**config.mk**
```make
export PLATFORM = sky130hd
export DESIGN_NAME = demand_paging_fifo_translator_core
export DESIGN_NICKNAME = d
export VERILOG_FILES = /design/src/rtl/dpf_pkg.sv /design/src/rtl/demand_paging_fifo_translator_core.sv /design/src/rtl/dpf_ram.sv
export SDC_FILE = /design/constraint.sdc
export NUM_CORES = 2
export LEC_CHECK = 0
export ABC_AREA = 0
export BUFFER_PORTS_ARGS = -buffer_cell sky130_fd_sc_hd__buf_2
export CAP_MARGIN = 20
export CORE_UTILIZATION = 40
export DETAILED_ROUTE_END_ITERATION = 6
export PLACE_DENSITY = 0.58
export SYNTH_ARGS = -nofsm -noshare
export SYNTH_HDL_FRONTEND = slang
export SYNTH_MEMORY_MAX_BITS = 65536
export SYNTH_SLANG_ARGS = --single-unit
```
**constraint.sdc**
```tcl
create_clock -name clock -period 12.5 [get_ports clock]
set_input_delay 1.875 -clock clock [delete_from_list [all_inputs] [get_ports clock]]
set_output_delay 1.875 -clock clock [all_outputs]
set_load 0.03 [all_outputs]
```
**src/rtl/dpf_pkg.sv**
```systemverilog
// shared constants for the demand paging fifo translator
package dpf_pkg;

   localparam int PAGE_COUNT_DEFAULT  = 256;
   localparam int OFFSET_BITS_DEFAULT = 8;

   localparam int ADDR_W      = 16;
   localparam int FRAME_BITS  = 8;
   localparam int FRAME_SLOTS = 256;
   localparam int FC_W        = 9;
   localparam int FAULT_W     = 32;
   localparam int EV_PAGE_W   = 8;

   localparam logic [FC_W-1:0] FRAME_COUNT_RESET = 9'd256;

endpackage

```
**src/rtl/demand_paging_fifo_translator_core.sv**
```systemverilog
// demand paging address translator with fifo frame replacement
// sequence: idle, lookup, decide; a hit strobes its result from decide, a fault goes on to
//   update first (div_mul and div_sub reduce the page number before lookup when PAGE_COUNT is not a power of two)
// throughput: one transaction at a time, busy until decide on a hit, until the page table write-back on a fault
// reset: a clearing pass over max(PAGE_COUNT, 256) entries sweeps the page table and
//   frame owner rams; busy stays high meanwhile. results are never stalled
module demand_paging_fifo_translator_core
   import dpf_pkg::*;
#(
   parameter int PAGE_COUNT  = PAGE_COUNT_DEFAULT,
   parameter int OFFSET_BITS = OFFSET_BITS_DEFAULT
) (
   input  logic                 clock,
   input  logic                 reset,
   input  logic                 start,
   output logic                 busy,
   input  logic [ADDR_W-1:0]    req_logical_address,
   input  logic                 csr_write_enable,
   input  logic [FC_W-1:0]      csr_frame_count,
   output logic                 rsp_valid,
   output logic [ADDR_W-1:0]    rsp_physical_address,
   output logic                 rsp_page_fault,
   output logic                 rsp_evicted_valid,
   output logic [EV_PAGE_W-1:0] rsp_evicted_page,
   output logic [FAULT_W-1:0]   rsp_fault_total
);

   localparam int PAGE_BITS   = $clog2(PAGE_COUNT);
   localparam bit PC_POW2     = (PAGE_COUNT & (PAGE_COUNT - 1)) == 0;
   localparam int CLEAR_DEPTH = (PAGE_COUNT > FRAME_SLOTS) ? PAGE_COUNT : FRAME_SLOTS;
   localparam int CLR_W       = $clog2(CLEAR_DEPTH);
   localparam int PT_W        = 1 + FRAME_BITS;
   localparam int OWN_W       = 1 + PAGE_BITS;
   localparam int RECIP_SHIFT = 20;
   localparam int RECIP_W     = 17;
   localparam int QUOT_W      = ADDR_W + RECIP_W - RECIP_SHIFT;
   localparam logic [RECIP_W-1:0] RECIP = RECIP_W'((1 << RECIP_SHIFT) / PAGE_COUNT);
   localparam logic [ADDR_W-1:0]  OFF_MASK = ADDR_W'((1 << OFFSET_BITS) - 1);

   localparam logic [2:0] ST_CLEAR   = 3'd0;
   localparam logic [2:0] ST_IDLE    = 3'd1;
   localparam logic [2:0] ST_DIV_MUL = 3'd2;
   localparam logic [2:0] ST_DIV_SUB = 3'd3;
   localparam logic [2:0] ST_LOOKUP  = 3'd4;
   localparam logic [2:0] ST_DECIDE  = 3'd5;
   localparam logic [2:0] ST_UPDATE  = 3'd6;

   logic [2:0]           state_ff, state_in;
   logic [CLR_W-1:0]     clr_ff, clr_in;
   logic [ADDR_W-1:0]    addr_ff, addr_in;
   logic [PAGE_BITS-1:0] page_ff, page_in;
   logic [QUOT_W-1:0]    quot_ff, quot_in;
   logic [FRAME_BITS-1:0] next_frame_ff, next_frame_in;
   logic [FRAME_BITS-1:0] frame_ff, frame_in;
   logic                 all_used_ff, all_used_in;
   logic [FAULT_W-1:0]   fault_cnt_ff, fault_cnt_in;
   logic [FC_W-1:0]      frame_count_ff, frame_count_in;
   logic                 rsp_valid_ff, rsp_valid_in;
   logic [ADDR_W-1:0]    rsp_phys_ff, rsp_phys_in;
   logic                 rsp_fault_ff, rsp_fault_in;
   logic                 rsp_ev_valid_ff, rsp_ev_valid_in;
   logic [EV_PAGE_W-1:0] rsp_ev_page_ff, rsp_ev_page_in;

   logic                 pt_wr_en;
   logic [PAGE_BITS-1:0] pt_wr_addr;
   logic [PT_W-1:0]      pt_wr_data;
   logic [PT_W-1:0]      pt_rd_data;
   logic                 own_wr_en;
   logic [FRAME_BITS-1:0] own_wr_addr;
   logic [OWN_W-1:0]     own_wr_data;
   logic [OWN_W-1:0]     own_rd_data;

   logic [ADDR_W-1:0]    req_raw;
   logic [ADDR_W-1:0]    addr_raw;
   logic [31:0]          rem_wide;
   logic [31:0]          rem_fix;
   logic                 hit;
   logic                 evict;
   logic [FRAME_BITS-1:0] frame_sel;
   logic [FC_W-1:0]      eff_frames;
   logic [FC_W-1:0]      nf_plus;
   logic [31:0]          phys_wide;
   logic                 accept;

   dpf_ram #(.WIDTH(PT_W), .DEPTH(PAGE_COUNT)) u_page_table (
      .clock   (clock),
      .wr_en   (pt_wr_en),
      .wr_addr (pt_wr_addr),
      .wr_data (pt_wr_data),
      .rd_addr (page_ff),
      .rd_data (pt_rd_data)
   );

   // frame owner table: which page holds each frame
   dpf_ram #(.WIDTH(OWN_W), .DEPTH(FRAME_SLOTS)) u_frame_owner (
      .clock   (clock),
      .wr_en   (own_wr_en),
      .wr_addr (own_wr_addr),
      .wr_data (own_wr_data),
      .rd_addr (next_frame_ff),
      .rd_data (own_rd_data)
   );

   assign busy   = (state_ff != ST_IDLE);
   assign accept = start && !busy;

   assign req_raw  = req_logical_address >> OFFSET_BITS;
   assign addr_raw = addr_ff >> OFFSET_BITS;

   // remainder from the reciprocal quotient, high by at most one page count
   assign rem_wide = 32'(addr_raw) - 32'(quot_ff) * 32'(PAGE_COUNT);
   assign rem_fix  = (rem_wide >= 32'(PAGE_COUNT)) ? rem_wide - 32'(PAGE_COUNT) : rem_wide;

   assign hit       = pt_rd_data[PT_W-1];
   assign evict     = !hit && all_used_ff && own_rd_data[OWN_W-1];
   assign frame_sel = hit ? pt_rd_data[FRAME_BITS-1:0] : next_frame_ff;
   assign phys_wide = (32'(frame_sel) << OFFSET_BITS) | 32'(addr_ff & OFF_MASK);

   always_comb begin
      if (frame_count_ff == '0) begin
         eff_frames = FC_W'(1);
      end else if (frame_count_ff > FC_W'(FRAME_SLOTS)) begin
         eff_frames = FC_W'(FRAME_SLOTS);
      end else begin
         eff_frames = frame_count_ff;
      end
   end

   assign nf_plus = {1'b0, next_frame_ff} + FC_W'(1);

   always_comb begin
      state_in        = state_ff;
      clr_in          = clr_ff;
      addr_in         = addr_ff;
      page_in         = page_ff;
      quot_in         = quot_ff;
      next_frame_in   = next_frame_ff;
      frame_in        = frame_ff;
      all_used_in     = all_used_ff;
      fault_cnt_in    = fault_cnt_ff;
      frame_count_in  = csr_write_enable ? csr_frame_count : frame_count_ff;
      rsp_valid_in    = 1'b0;
      rsp_phys_in     = rsp_phys_ff;
      rsp_fault_in    = rsp_fault_ff;
      rsp_ev_valid_in = rsp_ev_valid_ff;
      rsp_ev_page_in  = rsp_ev_page_ff;
      pt_wr_en        = 1'b0;
      pt_wr_addr      = page_ff;
      pt_wr_data      = '0;
      own_wr_en       = 1'b0;
      own_wr_addr     = next_frame_ff;
      own_wr_data     = '0;

      unique case (state_ff)
         ST_CLEAR: begin
            pt_wr_en    = 32'(clr_ff) < 32'(PAGE_COUNT);
            pt_wr_addr  = clr_ff[PAGE_BITS-1:0];
            own_wr_en   = 32'(clr_ff) < 32'(FRAME_SLOTS);
            own_wr_addr = clr_ff[FRAME_BITS-1:0];
            clr_in      = clr_ff + CLR_W'(1);
            if (32'(clr_ff) == 32'(CLEAR_DEPTH - 1)) begin
               state_in = ST_IDLE;
            end
         end
         ST_IDLE: begin
            if (accept) begin
               addr_in = req_logical_address;
               page_in = req_raw[PAGE_BITS-1:0];
               state_in = PC_POW2 ? ST_LOOKUP : ST_DIV_MUL;
            end
         end
         ST_DIV_MUL: begin
            quot_in  = QUOT_W'((33'(addr_raw) * 33'(RECIP)) >> RECIP_SHIFT);
            state_in = ST_DIV_SUB;
         end
         ST_DIV_SUB: begin
            page_in  = rem_fix[PAGE_BITS-1:0];
            state_in = ST_LOOKUP;
         end
         ST_LOOKUP: begin
            state_in = ST_DECIDE;
         end
         ST_DECIDE: begin
            rsp_phys_in     = phys_wide[ADDR_W-1:0];
            rsp_fault_in    = !hit;
            rsp_ev_valid_in = evict;
            rsp_ev_page_in  = evict ? EV_PAGE_W'(32'(own_rd_data[PAGE_BITS-1:0])) : '0;
            frame_in        = frame_sel;
            if (hit) begin
               rsp_valid_in = 1'b1;
               state_in     = ST_IDLE;
            end else begin
               fault_cnt_in = fault_cnt_ff + FAULT_W'(1);
               own_wr_en    = 1'b1;
               own_wr_data  = {1'b1, page_ff};
               // drop the old owner's page table entry
               pt_wr_en     = evict;
               pt_wr_addr   = own_rd_data[PAGE_BITS-1:0];
               if (nf_plus >= eff_frames) begin
                  next_frame_in = '0;
                  all_used_in   = 1'b1;
               end else begin
                  next_frame_in = nf_plus[FRAME_BITS-1:0];
               end
               state_in = ST_UPDATE;
            end
         end
         ST_UPDATE: begin
            pt_wr_en     = 1'b1;
            pt_wr_data   = {1'b1, frame_ff};
            rsp_valid_in = 1'b1;
            state_in     = ST_IDLE;
         end
         default: begin
            state_in = ST_IDLE;
         end
      endcase
   end

   always_ff @(posedge clock) begin
      if (reset) begin
         state_ff       <= ST_CLEAR;
         clr_ff         <= '0;
         next_frame_ff  <= '0;
         all_used_ff    <= 1'b0;
         fault_cnt_ff   <= '0;
         frame_count_ff <= FRAME_COUNT_RESET;
         rsp_valid_ff   <= 1'b0;
      end else begin
         state_ff       <= state_in;
         clr_ff         <= clr_in;
         next_frame_ff  <= next_frame_in;
         all_used_ff    <= all_used_in;
         fault_cnt_ff   <= fault_cnt_in;
         frame_count_ff <= frame_count_in;
         rsp_valid_ff   <= rsp_valid_in;
      end
   end

   always_ff @(posedge clock) begin
      addr_ff         <= addr_in;
      page_ff         <= page_in;
      quot_ff         <= quot_in;
      frame_ff        <= frame_in;
      rsp_phys_ff     <= rsp_phys_in;
      rsp_fault_ff    <= rsp_fault_in;
      rsp_ev_valid_ff <= rsp_ev_valid_in;
      rsp_ev_page_ff  <= rsp_ev_page_in;
   end

   assign rsp_valid            = rsp_valid_ff;
   assign rsp_physical_address = rsp_phys_ff;
   assign rsp_page_fault       = rsp_fault_ff;
   assign rsp_evicted_valid    = rsp_ev_valid_ff;
   assign rsp_evicted_page     = rsp_ev_page_ff;
   assign rsp_fault_total      = fault_cnt_ff;

endmodule

```
**src/rtl/dpf_ram.sv**
```systemverilog
// generic single write port ram with registered read
module dpf_ram #(
   parameter int WIDTH = 8,
   parameter int DEPTH = 256
) (
   input  logic                     clock,
   input  logic                     wr_en,
   input  logic [$clog2(DEPTH)-1:0] wr_addr,
   input  logic [WIDTH-1:0]         wr_data,
   input  logic [$clog2(DEPTH)-1:0] rd_addr,
   output logic [WIDTH-1:0]         rd_data
);

   logic [WIDTH-1:0] mem [DEPTH];
   logic [WIDTH-1:0] rd_data_ff;

   always_ff @(posedge clock) begin
      if (wr_en) begin
         mem[wr_addr] <= wr_data;
      end
      rd_data_ff <= mem[rd_addr];
   end

   assign rd_data = rd_data_ff;

endmodule

```
# Yosys cells after proc, flatten, opt, wreduce, memory -nomap -nowiden
# Memory sizes are Yosys's and may differ from the RTL's. A register that Yosys moved wholly into a read port is not among the register bits.
# Cells that the tools add are included.
[word_totals]
reg_bits = 120
ram_bits = 4608
input_bits = 29
out_inout_bits = 60
word_cells = 76
memories = 2
[op_classes]
addsub = 4
magnitude_cmp = 3
n_eq_ne = 10
mux = 27
bitwise = 2
reduce_logical = 14
[memory_table]
columns = ["memory", "words", "width", "rd", "rd_ports_with_merged_regs", "write_ports", "line_no", "rtl"]
rows = [
  ["u_frame_owner.mem", 256, 9, 1, 1, 1, "dpf_ram.sv:14", "logic [WIDTH-1:0] mem [DEPTH];"],
  ["u_page_table.mem", 256, 9, 1, 1, 1, "dpf_ram.sv:14", ""],
]
[ops]
columns = ["operator", "n"]
rows = [
  ["$mux 8", 6],
  ["$mux 9", 5],
  ["$add 32x1->32 const B", 1],
  ["$pmux 8 s2", 2],
  ["$pmux 3 s6", 1],
  ["$or 16x8->16", 1],
  ["$add 8x1->9 const B", 1],
  ["$eq 3x3->1 const B", 3],
  ["$ge 8x9->1 const B", 1],
  ["$ge 9x9->1", 1],
  ["$gt 9x9->1 const B", 1],
  ["$logic_not 9->1", 1],
  ["$mux 3", 3],
  ["$add 8x1->8 const B", 1],
  ["$eq 8x8->1 const B", 1],
  ["$reduce_and 2->1", 4],
  ["$sub 8x1->8 const B", 1],
  ["$mux 1", 7],
  ["$eq 3x2->1 const B", 2],
  ["$pmux 1 s2", 3],
  ["$ne 2x2->1 const B", 2],
  ["$eq 3x1->1 const B", 1],
  ["$logic_and 1x1->1", 3],
  ["$logic_not 3->1", 1],
  ["other kinds (6)", 7],
]

# Longest topological paths before layout
[logic_depth]
ltp_word = 7
depth_mapped = 15
mapped_depth_nobuf = 11

# Hierarchy
# From an unflattened synthesis, not the netlist that was laid out.
[unflattened]
cells_unflattened = 8968
hier_area_um2 = 183696.2
[by_module_without_submodules]
columns = ["mod", "instances", "cells_each", "area_each_um2", "seq_area_each_um2"]
rows = [
  ["dpf_ram", 2, 4237, 89278.1, 69366.5],
  ["demand_paging_fifo_translator_core", 1, 494, 5139.9, 2742.6],
]

# Least setup slack after synthesis
# OpenSTA, ideal clock, no wires.
[synth_timing]
path_type = "register to register"
from = "register state_ff[2]"
to = "memory u_frame_owner.mem[0][3] (netlist name) (data pin)"
setup_ps = 867
arrival_time_ps = 8676
required_ps = 11633
slack_ps = 2957
stages_incl_launch_ff = 8
path_buffers = 4
period_less_slack_ps = 9543
path_cell_list = "dfxtp_1 -> buf_2 -> nand4bb_1 -> buf_2 -> inv_1 -> clkbuf_1 -> clkbuf_1 -> and2_1"
[synth_via]
elab_chain_cells = 2
[synth_lines]
columns = ["item", "line_no", "rtl"]
rows = [
  ["start: declaration", "demand_paging_fifo_translator_core.sv:48", "logic [2:0] state_ff, state_in;"],
  ["start signal: assignment", "demand_paging_fifo_translator_core.sv:230", "state_ff <= state_in;"],
  ["$eq 3x3->1", "demand_paging_fifo_translator_core.sv:154", "unique case (state_ff)"],
  ["$mux 9", "demand_paging_fifo_translator_core.sv:154", ""],
  ["net own_wr_data[3]", "demand_paging_fifo_translator_core.sv:70", "logic [OWN_W-1:0] own_wr_data;"],
  ["end: declaration", "dpf_ram.sv:14", ""],
]
# The timed path passes the listed nets, and every way through them passes these cells.

==> results.txt <==
The flow ran to the end, and the final reports show no timing, DRC or antenna violations. The total negative slack for setup checks came out at 0 ns. The power per cell area is 152 nW/um^2. The width of the die is 678 um. The floorplan step defined a core boundary enclosing 454000 um^2. The remaining design rule violation count came out at 0. The post-synthesis sequential area ratio is 77.5%. The total of warnings raised by yosys came out at 0. In the synthesized netlist, mux cells make up 16.4% of the area. The floorplan step set the die height to 678 um. The number of enable-type register cells in the synthesized netlist is 4658.

The worst-case IR drop observed on VDD is 125 uV. The die footprint came out at 459000 um^2. Counting every net in the synthesized netlist gives 8382.

The global routing stage identified its most utilized layer as met2. The pin count of the biggest net entering global routing is 213. The number of detailed-routing iterations run before antenna repair is 6. The compound-cell area share of the yosys netlist is 2.05%.

The post-CTS setup repair buffer count is 0. The net count of the finished layout is 8685. The number of rows created at floorplan came out at 247.

After Yosys synthesis, XOR and XNOR cells account for 0.216% of the synthesized area. The area growth from synthesis to layout is 12.6%. The maximum buffer depth of the clock tree came out at 4. The overall routed net length came out at 497 mm.

The sum of internal, switching and leakage power came out at 31.2 mW. STA classifies the critical path endpoint as a flip-flop. The largest fanout of any net on the critical path came out at 74.

The final routed wire length divided by cell count came out at 33.0 um. The synthesized design spends more area on one cell type than any other, namely edfxtp_1. The worst endpoint data arrival time is 6.22 ns. The tree is rooted in a clkbuf_16. The top-level port count is 89.

In this run, placement finished with an instance count of 14136. The TritonCTS sink count is 4738. The required time at the endpoint of the critical path is 13.34 ns. TritonCTS built the clock tree. The commonest cells after synthesis are 4658 x edfxtp_1, 1246 x mux4_2, 623 x nor2_1, 252 x clkbuf_1, 209 x nand2_1. The non-filler instance count after layout came out at 15036. The initial utilization of the core area, before any placement, comes to 40.3%.

The minimum period implied by the final worst setup slack is 5.38 ns. The number of hold violations in the final report came out at 0. The worst setup path is launched from a flip-flop. In the synthesized netlist the dominant register cell turns out to be edfxtp_1. By area, the combinational part of the netlist is dominated by multiplexers.

The via density per instance is 5.97. In this run the most critical hold path is launched from addr_ff[0]. The number of vias after detailed routing is 89706. The aggregate global-route resource usage came out at 21.2%.

The number of levels in the clock H-tree came out at 5. Synthesis handed over a netlist of 8341 instances. The critical path is of the reg -> reg type. The synthesized design devotes to its leading area cell type 76.6% of total area. The synthesized flop and latch total is 4738. The count of cells resized by post-cts repair is 0. At the pin with the least slew margin, the transition time is 1.25 ns. The relative slew slack is 16.3%. The number of global-route vias before repair came to 89414.

The global-route wire length before repair came out at 699 mm. Global routing consumed, on the met2 layer, 32.5% of the routing resources. For this run the aggregate overflow at the end of global routing stands at 0. The clock arrives with 0.0771 ns of skew. The share of final-layout standard cells stronger than drive strength 1 came out at 25.5%. The number of different library cells in the post-synthesis netlist came out at 70.

The congestion estimate from routability-driven global placement came to 0.886. Setup violations remaining at the end of the flow were counted as 0. Sorting the synthesized cells by area gives the leading types as edfxtp_1 77%, mux4_2 15%, nor2_1 1.3%. The clock buffer count from CTS is 463. For this run, the top clock speed supported by timing is 186 MHz. The cell area after technology mapping came out at 183000 um^2. The max-capacitance violation count is 0.

The post-synthesis simple-gate area fraction is 2.51%. The initial detailed-routing violation count came out at 11797. The worst register-to-register path has a setup slack of 7.12 ns. The number of buffers added on ports came out at 88. The path class of the tightest hold or removal check is reg -> reg. The number of max-slew violations in the final report was 0.

Setup repair after global routing left no endpoint under its margin. The half-perimeter wire length after detailed placement is 296 mm. In the synthesized netlist the async set-or-reset flop fraction comes to 0%. The count of nets left with antenna violations once routing finished came out at 0. The leakage power summed over all cells came out at 59.3 nW. Global routing consumed, on the met3 layer, 4.57% of the routing resources. The number of fill cells is 37517. The startpoint of the most critical register-to-register path is next_frame_ff[0]. The start point of the critical path is next_frame_ff[0]. After clock tree synthesis, the clock-pin slew on the worst setup and hold paths is 0.06 ns. Averaged over all synthesized cells, the footprint is 21.9 um^2.

The worst path uses 43.0% of the clock period. In the post-synthesis netlist, the cell with the most instances is edfxtp_1. Clock latency on the worst-skew pair, taken at its later pin, is 1.03 ns. The global routing met1 resource utilization came out at 30.6%. The initial antenna violation count was 33. The adder and majority cell fraction of the synthesized area is 0.0822%. Hold repair after CTS inserted 0 buffers.
==> worst paths after layout <==
check / end / cells after the start
worst min-delay path: rsp_physical_address[0] / 0
worst max register to register: u_frame_owner.rd_data[6] / 8
worst min register to register: rsp_physical_address[0] / 0
worst max-delay path: u_frame_owner.rd_data[6] / 8
==> layout make-up <==
| type | count | area (um^2) | area share (%) |
|---|---|---|---|
| clock buffers | 568 | 12200 | 5.92 |
| clock inverters | 289 | 2780 | 1.35 |
| repair buffers | 315 | 2640 | 1.28 |
| diodes | 24 | 60.1 | 0.0292 |
| inverters | 14 | 63.8 | 0.0310 |
| well taps | 5976 | 7480 | 3.63 |
| flip-flops and latches | 4738 | 141000 | 68.8 |
| multi-input cells | 3112 | 39000 | 19.0 |
==> state kept, by name (all words and copies together), names as in the netlist, 3 cells and up <==
name                   cells
u_frame_owner.rd_data      9
clr_ff                     8
u_frame_owner.mem       2304
rsp_evicted_page           8
state_ff                   3
rsp_physical_address       8
frame_count_ff             9
next_frame_ff              8
u_page_table.rd_data       9
page_ff                    8
addr_ff                   16
frame_ff                   8
u_page_table.mem        2304
rsp_fault_total           32
==> metrics by stage <==
stage	setup slack (ns)	utilization (%)	hold WS (ns)	instance area, um^2
after floorplan	2.96	-	0.400	183000
after global placement	6.86	41.9	0.402	190000
after detailed placement	6.89	42.0	0.408	190000
after CTS	6.87	45.3	0.420	205000
after global routing	6.63	45.3	0.435	206000
final	7.12	45.3	0.420	206000
==> cells by family (layout without fill, tap and decap cells) <==
group	Yosys count	count (layout)
compound gates	555	555
xor+xnor	45	45
fa+ha+maj	12	12
buf+inv	491	1186
flops	4738	4738
mux	1431	1431
other cells	0	24
simple gates	1069	1069
==> critical path: stages (launching register included) <==
cell	delay [ns]
dfxtp_4	0.96
buf_12	0.52
buf_4	0.77
buf_4	0.57
mux4_2	0.62
a221oi_1	0.27
o22ai_1	0.20
nor3_1	0.95
o31ai_1	0.18
==> report_power, final <==
part	switching (mW)	internal, mW
Clock	5.98	7.87
Sequential	0.0253	17.2
Combinational	0.133	0.0363
==> cell usage in the layout (no fill, tap or decap), drive strengths merged, types with 61 or more instances in the layout <==
| cell type | netlist | final |
|---|---|---|
| a221oi | 61 | 61 |
| edfxtp | 4658 | 4658 |
| o21ai | 68 | 68 |
| mux4 | 1246 | 1246 |
| a21oi | 114 | 114 |
| mux2i | 175 | 175 |
| clkinv | 4 | 208 |
| a22oi | 95 | 95 |
| buf | 225 | 313 |
| nor2 | 623 | 623 |
| dfxtp | 80 | 80 |
| clkbuf | 252 | 570 |
| o22ai | 103 | 103 |
| nand2 | 209 | 209 |
| nand3 | 70 | 70 |
==> metal layers <==
| layer | vias up | share of wire [%] |
|---|---|---|
| li1 | 35750 | - |
| met1 | 48621 | 41 |
| met2 | 4584 | 46 |
| met3 | 739 | 9.7 |
| met4 | 12 | 3.4 |
| met5 | - | 0.014 |
Power figures use the tool's default switching activity.
